===== config.mk =====
export PLATFORM = sky130hd
export DESIGN_NAME = mwtp_div
export DESIGN_NICKNAME = d
export VERILOG_FILES = /design/src/mwtp_pkg.sv /design/src/mwtp_div.sv
export SDC_FILE = /design/constraint.sdc
export NUM_CORES = 1
export LEC_CHECK = 0
export BUFFER_PORTS_ARGS = -buffer_cell sky130_fd_sc_hd__buf_2
export CORE_ASPECT_RATIO = 1.5
export CORE_UTILIZATION = 55
export CTS_CLUSTER_SIZE = 28
export DETAILED_ROUTE_END_ITERATION = 10
export MAX_ROUTING_LAYER = met4
export PLACE_DENSITY = 0.77
export SLEW_MARGIN = 0
export SYNTH_ARGS = -nofsm -noshare
export SYNTH_HDL_FRONTEND = slang
export SYNTH_SLANG_ARGS = --single-unit

===== constraint.sdc =====
create_clock -name clk -period 9.6 [get_ports clk]
set_clock_uncertainty 0.1 [all_clocks]
set_input_delay 1.92 -clock clk [delete_from_list [all_inputs] [get_ports clk]]
set_output_delay 1.92 -clock clk [all_outputs]
set_load 0.1 [all_outputs]

===== src/mwtp_pkg.sv =====
// ----------------------------------------------------------------------------
// mwtp_pkg
// Shared types, constants and the 2^(k/256) fraction table for the
// two-action multiplicative-weights policy table.
// ----------------------------------------------------------------------------
package mwtp_pkg;

  localparam int SUM_W    = 28;
  localparam int CNT_W    = 12;
  localparam int PER_W    = 24;
  localparam int PROB_W   = 16;
  localparam int TOTAL_W  = 40;
  localparam int DIV_W    = 50;

  localparam logic [1:0] MODE_SAMPLE = 2'd0;
  localparam logic [1:0] MODE_REWARD = 2'd1;
  localparam logic [1:0] MODE_RELOAD = 2'd2;

  localparam logic [1:0] REG_EXPONENT_RATE = 2'd0;
  localparam logic [1:0] REG_UPDATE_PERIOD = 2'd1;
  localparam logic [1:0] REG_INIT_PROB     = 2'd2;

  localparam logic [15:0] RATE_RESET   = 16'd4096;
  localparam logic [11:0] PERIOD_RESET = 12'd100;
  localparam logic [15:0] PROB_RESET   = 16'd32768;

  localparam logic [CNT_W-1:0]   CNT_MAX   = '1;
  localparam logic [PER_W-1:0]   PER_MAX   = '1;
  localparam logic [TOTAL_W-1:0] TOTAL_MAX = '1;

  typedef struct packed {
    logic signed [SUM_W-1:0] sum_a;
    logic signed [SUM_W-1:0] sum_f;
    logic [CNT_W-1:0]        cnt_a;
    logic [CNT_W-1:0]        cnt_f;
    logic [CNT_W-1:0]        phase;
    logic [PER_W-1:0]        periods;
    logic [PROB_W-1:0]       prob;
    logic [TOTAL_W-1:0]      total;
  } entry_t;

  typedef logic [15:0] frac_tab_t [256];

  function automatic logic [63:0] isqrt64(logic [63:0] v);
    logic [63:0] x;
    logic [63:0] res;
    logic [63:0] bv;
    x   = v;
    res = '0;
    bv  = 64'h1 << 62;
    while (bv > x) bv = bv >> 2;
    while (bv != 64'd0) begin
      if (x >= res + bv) begin
        x   = x - (res + bv);
        res = (res >> 1) + bv;
      end else begin
        res = res >> 1;
      end
      bv = bv >> 2;
    end
    return res;
  endfunction

  // 2^(k/256) in Q1.16, integer one implied
  function automatic frac_tab_t build_frac_tab();
    frac_tab_t   tab;
    logic [63:0] roots [9];
    logic [63:0] acc;
    roots[0] = 64'h1 << 31;
    for (int j = 1; j <= 8; j++) roots[j] = isqrt64(roots[j-1] << 30);
    for (int k = 0; k < 256; k++) begin
      acc = 64'h1 << 30;
      for (int j = 1; j <= 8; j++) begin
        if (((k >> (8 - j)) & 1) != 0) acc = (acc * roots[j] + (64'h1 << 29)) >> 30;
      end
      acc    = (acc + (64'h1 << 13)) >> 14;
      tab[k] = acc[15:0];
    end
    return tab;
  endfunction

  localparam frac_tab_t FRAC_TAB = build_frac_tab();

endpackage


===== src/mwtp_div.sv =====
// ----------------------------------------------------------------------------
// mwtp_div
// Unsigned restoring divider, one quotient bit per cycle.
// ----------------------------------------------------------------------------
module mwtp_div import mwtp_pkg::*; #(
  parameter int W = 50
) (
  input  logic         clk,
  input  logic         rst,
  input  logic         start,
  input  logic [W-1:0] num,
  input  logic [W-1:0] den,
  output logic         busy,
  output logic         done,
  output logic [W-1:0] quo
);
  localparam int CW = $clog2(W + 1);

  logic [W:0]    rem;
  logic [W-1:0]  dsr;
  logic [CW-1:0] cnt;
  logic [W:0]    rem_sh;
  logic [W:0]    trial;

  assign rem_sh = {rem[W-1:0], quo[W-1]};
  assign trial  = rem_sh - {1'b0, dsr};

  always_ff @(posedge clk) begin
    if (rst) begin
      busy <= 1'b0;
      done <= 1'b0;
      cnt  <= '0;
    end else begin
      done <= 1'b0;
      if (start) begin
        busy <= 1'b1;
        cnt  <= '0;
        rem  <= '0;
        dsr  <= den;
        quo  <= num;
      end else if (busy) begin
        if (!trial[W]) begin
          rem <= trial;
          quo <= {quo[W-2:0], 1'b1};
        end else begin
          rem <= rem_sh;
          quo <= {quo[W-2:0], 1'b0};
        end
        cnt <= cnt + CW'(1);
        if (cnt == CW'(W - 1)) begin
          busy <= 1'b0;
          done <= 1'b1;
        end
      end
    end
  end
endmodule


==> flow_summary.json <==
{
  "status": "complete, no violations",
  "synth-async-reset-ratio": 0,
  "seq_area_frac_synth": 0.494,
  "vias": 7063,
  "worstPathCellList": "inv_1 -> ha_1 -> inv_1 -> fa_1 -> a21oi_1 -> nor2_1 -> o21ai_2 -> a31oi_4 -> a21oi_2 -> o41ai_4 -> mux2i_4 -> nand2_8 -> mux2i_1 -> nor2_1",
  "crit_type": "reg -> reg",
  "clockBufferDepth": 2,
  "required_ps": 9650,
  "leakage_uw": 0.00462,
  "area_growth_pct": 15.5,
  "numCtsBuffers": 17,
  "arrival_ps": 4180,
  "netlist_area_sq_um": 9450,
  "postRouteAntennaNets": 0,
  "port_buffers": 154,
  "cts_tree": "built",
  "die_y_um": 163,
  "first_iter_violations": 300,
  "wl_per_cell_um": 17.3,
  "setup-tns-final_ps": 0,
  "cts_sinks": 158,
  "min_path_type": "reg -> reg",
  "via_per_inst": 5.78,
  "post_cts_resized": 0,
  "cts_setup_buffers": 0,
  "num_rows": 58,
  "ctsRootBufferMaster": "clkbuf_16",
  "yosys.area.top_type_share": 0.477,
  "drtPass1Iterations": 5,
  "postRouteWirelength_mm": 21.1,
  "initial_core_util": 0.564,
  "cap_violations": 0,
  "rsz0062_at_grt": "no",
  "setup_viol": 0,
  "ioPinCount": 155,
  "fillers": 1352,
  "hold_buffers": 0,
  "finalHoldViolCount": 0,
  "post-synth-top-area-cell": "edfxtp_1",
  "critPathSlowestCell": "mux2i_4",
  "antenna_found_initial": 0,
  "cts_htree_levels": 4,
  "min_path_cells": 2,
  "nets": 1155,
  "final_cell_count_no_fill": 1222,
  "crit_path_end_kind": "register",
  "clk_pin_slew_ps": 80,
  "synth_edf_count": 150,
  "path_max_fanout": 54,
  "grt.overflow.total": 0,
  "core_area_sq_um": 16800,
  "timing.fmax_mhz": 242,
  "ys_types": 71,
  "rrSetupSlack_ps": 5470,
  "dp_cells": 1190,
  "synthTopCellsByArea": "edfxtp_1 48%, ha_1 6.9%, mux2_2 5.8%, a21oi_1 3.7%, mux2i_1 3.6%",
  "dieArea_sq_um": 17700,
  "gp_congestion": 0.978,
  "max_stage_delay_ps": 570,
  "synth_fp_nets": 1016,
  "clk_latency_ps": 440,
  "synthFlopType": "edfxtp_1",
  "ys_ff_latch": 158,
  "relSlewSlack": 0.274,
  "worstMarginPinSlew_ps": 1090,
  "drv_slew": 0,
  "netlist_instances": 860,
  "grt_pass1_wl_mm": 33.7,
  "period_minus_slack_ps": 4130,
  "p_per_area_nw_per_um2": 208,
  "post-route-period-util": 0.430,
  "gr-usage-all-layers": 0.256,
  "final_core_util": 0.651,
  "diodes": 0,
  "grt_start_max_net_pins": 90,
  "reg2regPathDepth": 14,
  "startpoint_type": "register",
  "drive_above_1_share": 0.255,
  "ys_warn_count": 0,
  "ir_drop_mv": 0.181,
  "grt_pass1_vias": 7222,
  "syn_area_per_cell_sq_um": 11.0,
  "die_w_um": 109,
  "dpl.hpwl_mm": 15.1,
  "drc": 0
}
## final timing paths
check        endpoint  startpoint
min reg2reg    cnt[1]      cnt[1]
max reg2reg    rem[6]     quo[49]
min            cnt[1]      cnt[1]
max            rem[6]     quo[49]
## worst max-delay path, delay by kind of cell, from the launching register on
| kind | cells | cell delay (ps) |
|---|---|---|
| muxes | 2 | 880 |
| DFF | 1 | 410 |
| and+or+nand+nor | 3 | 660 |
| buffers and inverters | 2 | 140 |
| AOI/OAI and AO/OA | 5 | 1090 |
| adders and majority gates | 2 | 570 |
## placed cells by master (no fill, tap or decap), types with 6 or more instances in the layout
master and count:
a21o_1 26, a21oi_1 69, a31oi_1 6, buf_2 153
clkbuf_16 17, dfxtp_1 8, edfxtp_1 150, ha_1 52
inv_1 62, mux2_2 49, mux2i_1 34, nand2_1 57
nand2b_1 6, nand3_1 23, nand4_1 15, nor2_1 83
nor2b_1 8, nor3_1 12, o21a_1 6, o21ai_0 28
xnor2_1 29, xor2_1 18
## registers in the layout, summed over array words and instances, names as in the netlist
name  flops
busy      1
done      1
rem      50
quo      50
cnt       6
dsr      50
## where the power goes
| part | total [uW] | switching, uW | internal [uW] |
|---|---|---|---|
| clock network | 675 | 326 | 349 |
| logic | 731 | 464 | 268 |
| registers | 867 | 31.6 | 836 |
## synthesized netlist by cell type (4+ instances only)
cell      count
nand2_1      57
or3_1         5
nor2b_1       8
a21oi_1      69
a31oi_1       6
inv_1        62
mux2_2       49
nand4_1      15
clkbuf_1     26
a311oi_1      5
a211oi_2      4
o21bai_1      4
a21o_1       26
nand2b_1      6
o21ai_0      28
nand3_1      23
o211ai_1      4
ha_1         52
dfxtp_1       8
mux2i_1      34
xnor2_1      29
nor2_1       85
edfxtp_1    150
nor3_1       12
xor2_1       18
o21a_1        6
## area by class of cell
type,instances,area [sq um],area share
Clock buffer,17,425,0.0390
Clock inverter,15,169,0.0155
Inverter,62,233,0.0213
Multi-Input combinational cell,603,4360,0.400
Sequential cell,158,4660,0.428
Tap cell,210,263,0.0241
Timing Repair Buffer,157,796,0.0729
## stage by stage
stage	area, sq um	hold WS [ps]	power (uW)	worst slack (ps)
after floorplan	9450	343	1480	2490
after global placement	10300	371	1590	5240
after detailed placement	10300	404	1610	5190
after CTS	10900	426	2280	5480
after global routing	10900	437	2370	5210
final	10900	425	2270	5470
## kinds of logic after synthesis
family,share of synthesized area
simple gates,0.114
compound gates,0.134
flops,0.494
buf+inv,0.0464
mux,0.0968
fa+ha+maj,0.0710
xor+xnor,0.0436
## per-layer routing
metal / global-route usage / vias up / share of wire
met5: - / - / 0
met4: 0.103 / 0 / 0.031
met3: 0.0504 / 51 / 0.054
met2: 0.444 / 230 / 0.52
met1: 0.283 / 3335 / 0.39
li1: - / 3447 / -
Power figures use the tool's default switching activity.
