File: src/mwtp_ram.sv
// ----------------------------------------------------------------------------
// mwtp_ram
// Generic single-write, single-read synchronous RAM with registered read.
// ----------------------------------------------------------------------------
module mwtp_ram #(
  parameter int WIDTH = 8,
  parameter int DEPTH = 16
) (
  input  logic                     clk,
  input  logic                     we,
  input  logic [$clog2(DEPTH)-1:0] waddr,
  input  logic [WIDTH-1:0]         wdata,
  input  logic                     re,
  input  logic [$clog2(DEPTH)-1:0] raddr,
  output logic [WIDTH-1:0]         rdata
);
  logic [WIDTH-1:0] mem [DEPTH];

  always_ff @(posedge clk) begin
    if (we) mem[waddr] <= wdata;
    if (re) rdata <= mem[raddr];
  end
endmodule

File: config.mk
export PLATFORM = sky130hd
export DESIGN_NAME = mwtp_ram
export DESIGN_NICKNAME = d
export VERILOG_FILES = /design/src/mwtp_ram.sv
export SDC_FILE = /design/constraint.sdc
export NUM_CORES = 1
export LEC_CHECK = 0
export ABC_CLOCK_PERIOD_IN_PS = 2120
export BUFFER_PORTS_ARGS = -buffer_cell sky130_fd_sc_hd__buf_2
export CAP_MARGIN = 40
export CORE_AREA = 4 4 138 140
export CTS_CLUSTER_SIZE = 8
export DETAILED_ROUTE_END_ITERATION = 7
export DIE_AREA = 0 0 142 144
export PLACE_DENSITY_LB_ADDON = 0.2
export SETUP_SLACK_MARGIN = 0.05
export SLEW_MARGIN = 20
export SYNTH_ARGS = -nofsm -noshare
export SYNTH_HDL_FRONTEND = slang
export SYNTH_SLANG_ARGS = --single-unit
File: constraint.sdc
create_clock -name clk -period 2.12 [get_ports clk]
set_input_delay 0.424 -clock clk [delete_from_list [all_inputs] [get_ports clk]]
set_output_delay 0.424 -clock clk [all_outputs]
set_load 0.1 [all_outputs]
==> out/qor.txt, run 1 <==
Initial antenna violation count - 0
Crit. End Element - output pin
Final Setup Violations - 0
First-pass GRT wire length - 17.1 mm
Slowest Stage Delay on Critical Path - 0.46 ns
Core Util, Final - 35.4%
Critical path class - flip-flop to output pin
Crit path max fanout - 1
Vias - 2462
Vias in the first global route - 2648
Post-synthesis sequential area ratio - 78.1%
Most frequent cells in the layout - edfxtp_1, buf_2, buf_4
Most common cell after layout, fill and taps aside - edfxtp_1
Worst Path Buf+Inv - 1
Worst Hold Slack - 0.382 ns
Max-cap violation count - 0
CTS Sinks - 136
DR iter-0 viols - 191
Synth warnings - 0
Switching share of power - 21.8%
Power Density - 984 mW/mm²
Leak - 2.11 nW
RSZ-0062 raised after global routing - false
Worst-case clock buffer depth - 2
Skew-Pair Late Insertion Delay - 0.42 ns
GP Congestion - 0.737
Antenna-violating nets left - 0
DRC Markers - 0
Worst path arrival time - 1.31 ns
Status - complete, no violations
DRT Wirelength - 11.5 mm
Slew Viols, Final - 0
Clock Root Buffer - clkbuf_16
Data required time of the critical path - 1.70 ns
Placed Instances - 497
Die Y - 144 µm
H-tree depth - 4
TritonCTS Buffers - 17
R2R depth - 3
Sequential share of power - 49.1%
Nets@finish - 306
Highest clock rate - 0.578 GHz
Die area - 0.0204 mm²
Crit path time final - 1.73 ns
Clock transition at the registers of the reported paths - 0.06 ns
Pre-antenna DRT Iters - 4
# hold bufs at CTS - 0
GRT Residual Overflow - 0
HP Class - input pin to flip-flop
Via density - 4.65
Count of non-filler cells in the finished layout - 529
Switching power - 1.35 mW
Stages on worst setup path - 1
Fillers - 1652
Top delay family on crit path - buffers and inverters
Share of cells above drive strength 1 - 31.7%
Worst path cell trace - buf_2
GRT Overall Usage - 12.0%
Clock power share - 44.7%
Post-synthesis cell count - 229
PortBufs - 26
Largest net degree at the start of global routing - 23
Comb pwr share - 6.2%
CTS tree - done
Post-CTS sizing - 0
Slew @ Worst Pin - 0.516 ns
Area Growth Syn to Fin - 20.8%
Die Width - 142 µm
WL/cell - 21.7 µm
Slew Limit Headroom - 65.6%
Post-CTS Repair Setup Buffers - 0
Syn_nets - 248
Starting Density - 29.3%
Row count - 49
Io pins - 27
Diodes inserted - 0
Cell variety after synth - 18
Syn Area/Cell - 22.8 µm²
Internal power - 4.86 mW
Core area - 0.0178 mm²
Hold Path Stages - 1
Seq cells post-synth - 136
Worst VDD drop - 0.511 mV
Cell Area, Synth - 0.00523 mm²
Hpwl dp - 7.51 mm
Setup TNS - 0 ns
Slowest CP cell - buf_2
Final Hold Viols - 0
Final Cycle Share - 81.6%
CP startpoint kind - flip-flop
Clock skew - 0.00911 ns
synth_stat cells:
master	count	share of area, %
nand2_1	9	0.65
buf_6	3	0.65
nand2b_1	2	0.24
nand3b_1	2	0.29
nor3_1	4	0.38
mux4_1	14	7.0
clkdlybuf4s25_2	3	0.57
mux4_2	18	7.8
or3b_2	1	0.17
buf_4	1	0.14
buf_2	3	0.29
edfxtp_1	136	78
and2b_1	1	0.14
nor2b_1	1	0.12
a22oi_1	16	2.3
nor2_1	13	0.93
and2_1	1	0.12
nand3_1	1	0.096
power groups by stage:
stage / clock network [mW] / logic, mW / registers [mW]
detailed placement: 0 / 0.395 / 3.10
global placement: 0 / 0.389 / 3.10
global route: 2.96 / 0.415 / 3.05
finish: 2.78 / 0.386 / 3.05
floorplan: 0 / 0.153 / 3.19
CTS: 2.83 / 0.395 / 3.05
final cells by class:
| type | count | area (µm²) | share of cell area [%] |
|---|---|---|---|
| Timing Repair Buffer | 49 | 328 | 5.19 |
| Clock buffer | 17 | 425 | 6.74 |
| Tap cell | 229 | 287 | 4.54 |
| Clock inverter | 15 | 134 | 2.12 |
| Multi-Input combinational cell | 83 | 1060 | 16.7 |
| Sequential cell | 136 | 4080 | 64.7 |
worst paths after layout:
check	startpoint	end	slack [ns]
setup reg to reg	mem[7][5]$_DFFE_PP_	rdata[5]$_DFFE_PP_	0.60
hold reg to reg	mem[7][2]$_DFFE_PP_	rdata[2]$_DFFE_PP_	0.77
hold / removal	re	rdata[4]$_DFFE_PP_	0.38
setup / recovery	rdata[0]$_DFFE_PP_	rdata[0]	0.39
registers in the layout (all words and copies together) (netlist names):
| signal | cells |
|---|---|
| mem | 128 |
| rdata | 8 |
logic make-up after synthesis:
family | synth area share [%]
AOI/OAI and AO/OA | 2.30
buffers and inverters | 1.65
DFF | 78.1
muxes | 14.8
and+or+nand+nor | 3.14
routing by layer:
metal	vias up	track usage, %	wire length (µm)
met5	-	0	0
met4	0	3.64	91
met3	5	3.74	411
met2	56	17.8	5370
met1	1305	17.0	5590
li1	1096	-	-
metrics by stage:
| stage | area, µm² | setup slack [ns] | power [mW] |
|---|---|---|---|
| after detailed placement | 5760 | 0.0219 | 3.50 |
| final | 6310 | 0.390 | 6.21 |
| after global placement | 5760 | 0.00833 | 3.49 |
| after floorplan | 5230 | 0.203 | 3.35 |
| after CTS | 6310 | 0.359 | 6.28 |
| after global routing | 6310 | 0.352 | 6.42 |
Note: power is estimated with default switching activity, not from simulation.
==> run 2, diff against run 1 <==
Settings changed: ABC_CLOCK_PERIOD_IN_PS 2120 to 1500.
Clock period 2.12 ns to 1.5 ns, I/O delays scaled along.
==> out/qor.txt, run 2 (synthesized netlist as in run 1, its figures left out) <==
Status - complete, no violations
CTS tree - done
RSZ-0062 raised after global routing - true
Initial antenna violation count - 0 (unchanged)
Slew Limit Headroom - 39.9% (-26 points)
Clock skew - 0.00827 ns (-0.000842 ns)
Largest registers - mem: 128 flops, rdata: 8 flops
DR iter-0 viols - 196 (+2.6%)
Most common cell after layout, fill and taps aside - edfxtp_1
Via density - 4.62 (-0.69%)
HP Class - input pin to flip-flop
Antenna-violating nets left - 0 (unchanged)
Slowest Stage Delay on Critical Path - 0.50 ns (+0.04 ns)
Pre-antenna DRT Iters - 4 (unchanged)
Slew Viols, Final - 0 (unchanged)
Nets@finish - 319 (+4.2%)
Row count - 49 (unchanged)
Finished Cell Area - 0.00653 mm² (+3.3%)
Crit path time final - 1.45 ns
Fillers - 1615 (-2.2%)
Crit path max fanout - 1 (unchanged)
Die area - 0.0204 mm² (unchanged)
Vias in the first global route - 2652 (+0.15%)
DP Area - 0.00582 mm² (+1.1%)
Count of non-filler cells in the finished layout - 542 (+2.5%)
PortBufs - 26 (unchanged)
TritonCTS Buffers - 17 (unchanged)
Worst-case clock buffer depth - 2 (unchanged)
Highest clock rate - 0.692 GHz
Starting Density - 29.3% (unchanged)
Critical path class - flip-flop to flip-flop
Met1 WL - 5.17 mm (-7.4%)
Comb pwr share - 6.6% (+0.4 points)
Internal power - 7.26 mW (+49%)
DR top layer - met4
Max reg flops - 128 (unchanged)
Clock power share - 46.4% (+1.7 points)
Die Width - 142 µm (unchanged)
Final Setup Violations - 0 (unchanged)
Slowest CP cell - mux4_2
Sequential share of power - 46.9% (-2.2 points)
Data required time of the critical path - 1.65 ns (-0.05 ns)
Top delay family on crit path - multiplexers
Switching power - 1.92 mW (+42%)
Top reg by flops - mem
CP startpoint kind - flip-flop
H-tree depth - 4 (unchanged)
Routed wl met2 - 5.73 mm (+6.6%)
WL/cell - 21.3 µm (-1.7%)
Slew @ Worst Pin - 0.900 ns (+0.385 ns)
Leak - 2.16 nW (+2.8%)
First-pass GRT wire length - 17.3 mm (+1.5%)
GRT Residual Overflow - 0 (unchanged)
GRT Overall Usage - 12.1% (+0.070 points)
Largest net degree at the start of global routing - 20 (-13%)
Switching share of power - 20.9% (-0.88 points)
Most frequent cells in the layout - edfxtp_1, buf_4, mux4_2
Vias - 2505 (+1.7%)
Final Cycle Share - 96.4%
Share of cells above drive strength 1 - 43.1% (+11 points)
CTS Sinks - 136 (unchanged)
Area Growth Syn to Fin - 24.8%
Worst VDD drop - 0.694 mV (+36%)
Power Density - 1410 mW/mm² (+43%)
Clock Root Buffer - clkbuf_16
Core area - 0.0178 mm² (unchanged)
Die Y - 144 µm (unchanged)
Diodes inserted - 0 (unchanged)
Skew-Pair Late Insertion Delay - 0.41 ns (about the same)
Placed Instances - 505 (+1.6%)
DRT Wirelength - 11.5 mm (+0.72%)
Crit. End Element - flip-flop
Clock transition at the registers of the reported paths - 0.06 ns (about the same)
Hpwl dp - 7.57 mm (+0.77%)
Max-cap violation count - 0 (unchanged)
Worst Path Buf+Inv - 0 (-1)
Final Hold Viols - 0 (unchanged)
GP Congestion - 0.730 (-1.0%)
DRC Markers - 0 (unchanged)
Metal3 WL - 549 µm (+34%)
Worst path arrival time - 1.60 ns (+0.29 ns)
Worst path cell trace - mux4_2, a22oi_2, nand2_1
Io pins - 27 (unchanged)
==> run 2: what timing repair did <==
item | 4_1_cts | 5_1_grt
endpoints found under the setup margin | 13 | 8
hold buffers | 0 | 0
setup buffers | 0 | 5
pin swaps | 1 | 1
resized for setup | 12 | 6
==> run 2: final cells by class <==
type                       instances  area, µm²  share of cell area, %
clock buffer                      17        425                   6.52
tap                              229        287                   4.39
clock inverter                    15        184                   2.82
timing repair buffer              62        487                   7.46
multi-input combinational         83       1060                   16.2
sequential                       136       4080                   62.6
==> run 2: worst paths after layout <==
check	from	cells past startpoint	end	slack, ns
min reg2reg	mem[12][2]$_DFFE_PP_	3	rdata[2]$_DFFE_PP_	0.75
min	re	1	rdata[0]$_DFFE_PP_	0.27
max reg2reg	mem[3][6]$_DFFE_PP_	3	rdata[6]$_DFFE_PP_	0.05
max	mem[3][6]$_DFFE_PP_	3	rdata[6]$_DFFE_PP_	0.05
==> run 2: worst register-to-register path: stages, from the launching register on <==
cell      delay (ns)
edfxtp_1        0.37
mux4_2          0.50
a22oi_2         0.24
nand2_1         0.08
==> run 2: power groups by stage <==
stage / combinational, mW / clock, mW / sequential [mW]
floorplan: 0.236 / 0 / 4.51
global placement: 0.579 / 0 / 4.38
detailed placement: 0.585 / 0 / 4.39
CTS: 0.604 / 4.34 / 4.31
global route: 0.652 / 4.57 / 4.31
finish: 0.610 / 4.26 / 4.31
==> run 2: through the flow <==
step / worst slack [ns] / total power [mW] / hold slack, ns / setup TNS (ns) / util, %
final: 0.0539 / 9.18 / 0.269 / 0 / 36.6
after global routing: 0.0135 / 9.54 / 0.255 / 0 / 36.6
after CTS: 0.0164 / 9.26 / 0.258 / 0 / 36.3
after detailed placement: -0.438 / 4.97 / 0.691 / -4.90 / 32.6
after global placement: -0.462 / 4.96 / 0.696 / -4.99 / 32.6
after floorplan: -0.0661 / 4.75 / 0.399 / -1.99 / -
==> run 2: routing by layer <==
metal / vias to the layer above / track usage, %
met5: - / 0
met4: 0 / 3.79
met1: 1333 / 16.1
met3: 4 / 3.37
li1: 1109 / -
met2: 59 / 19.3
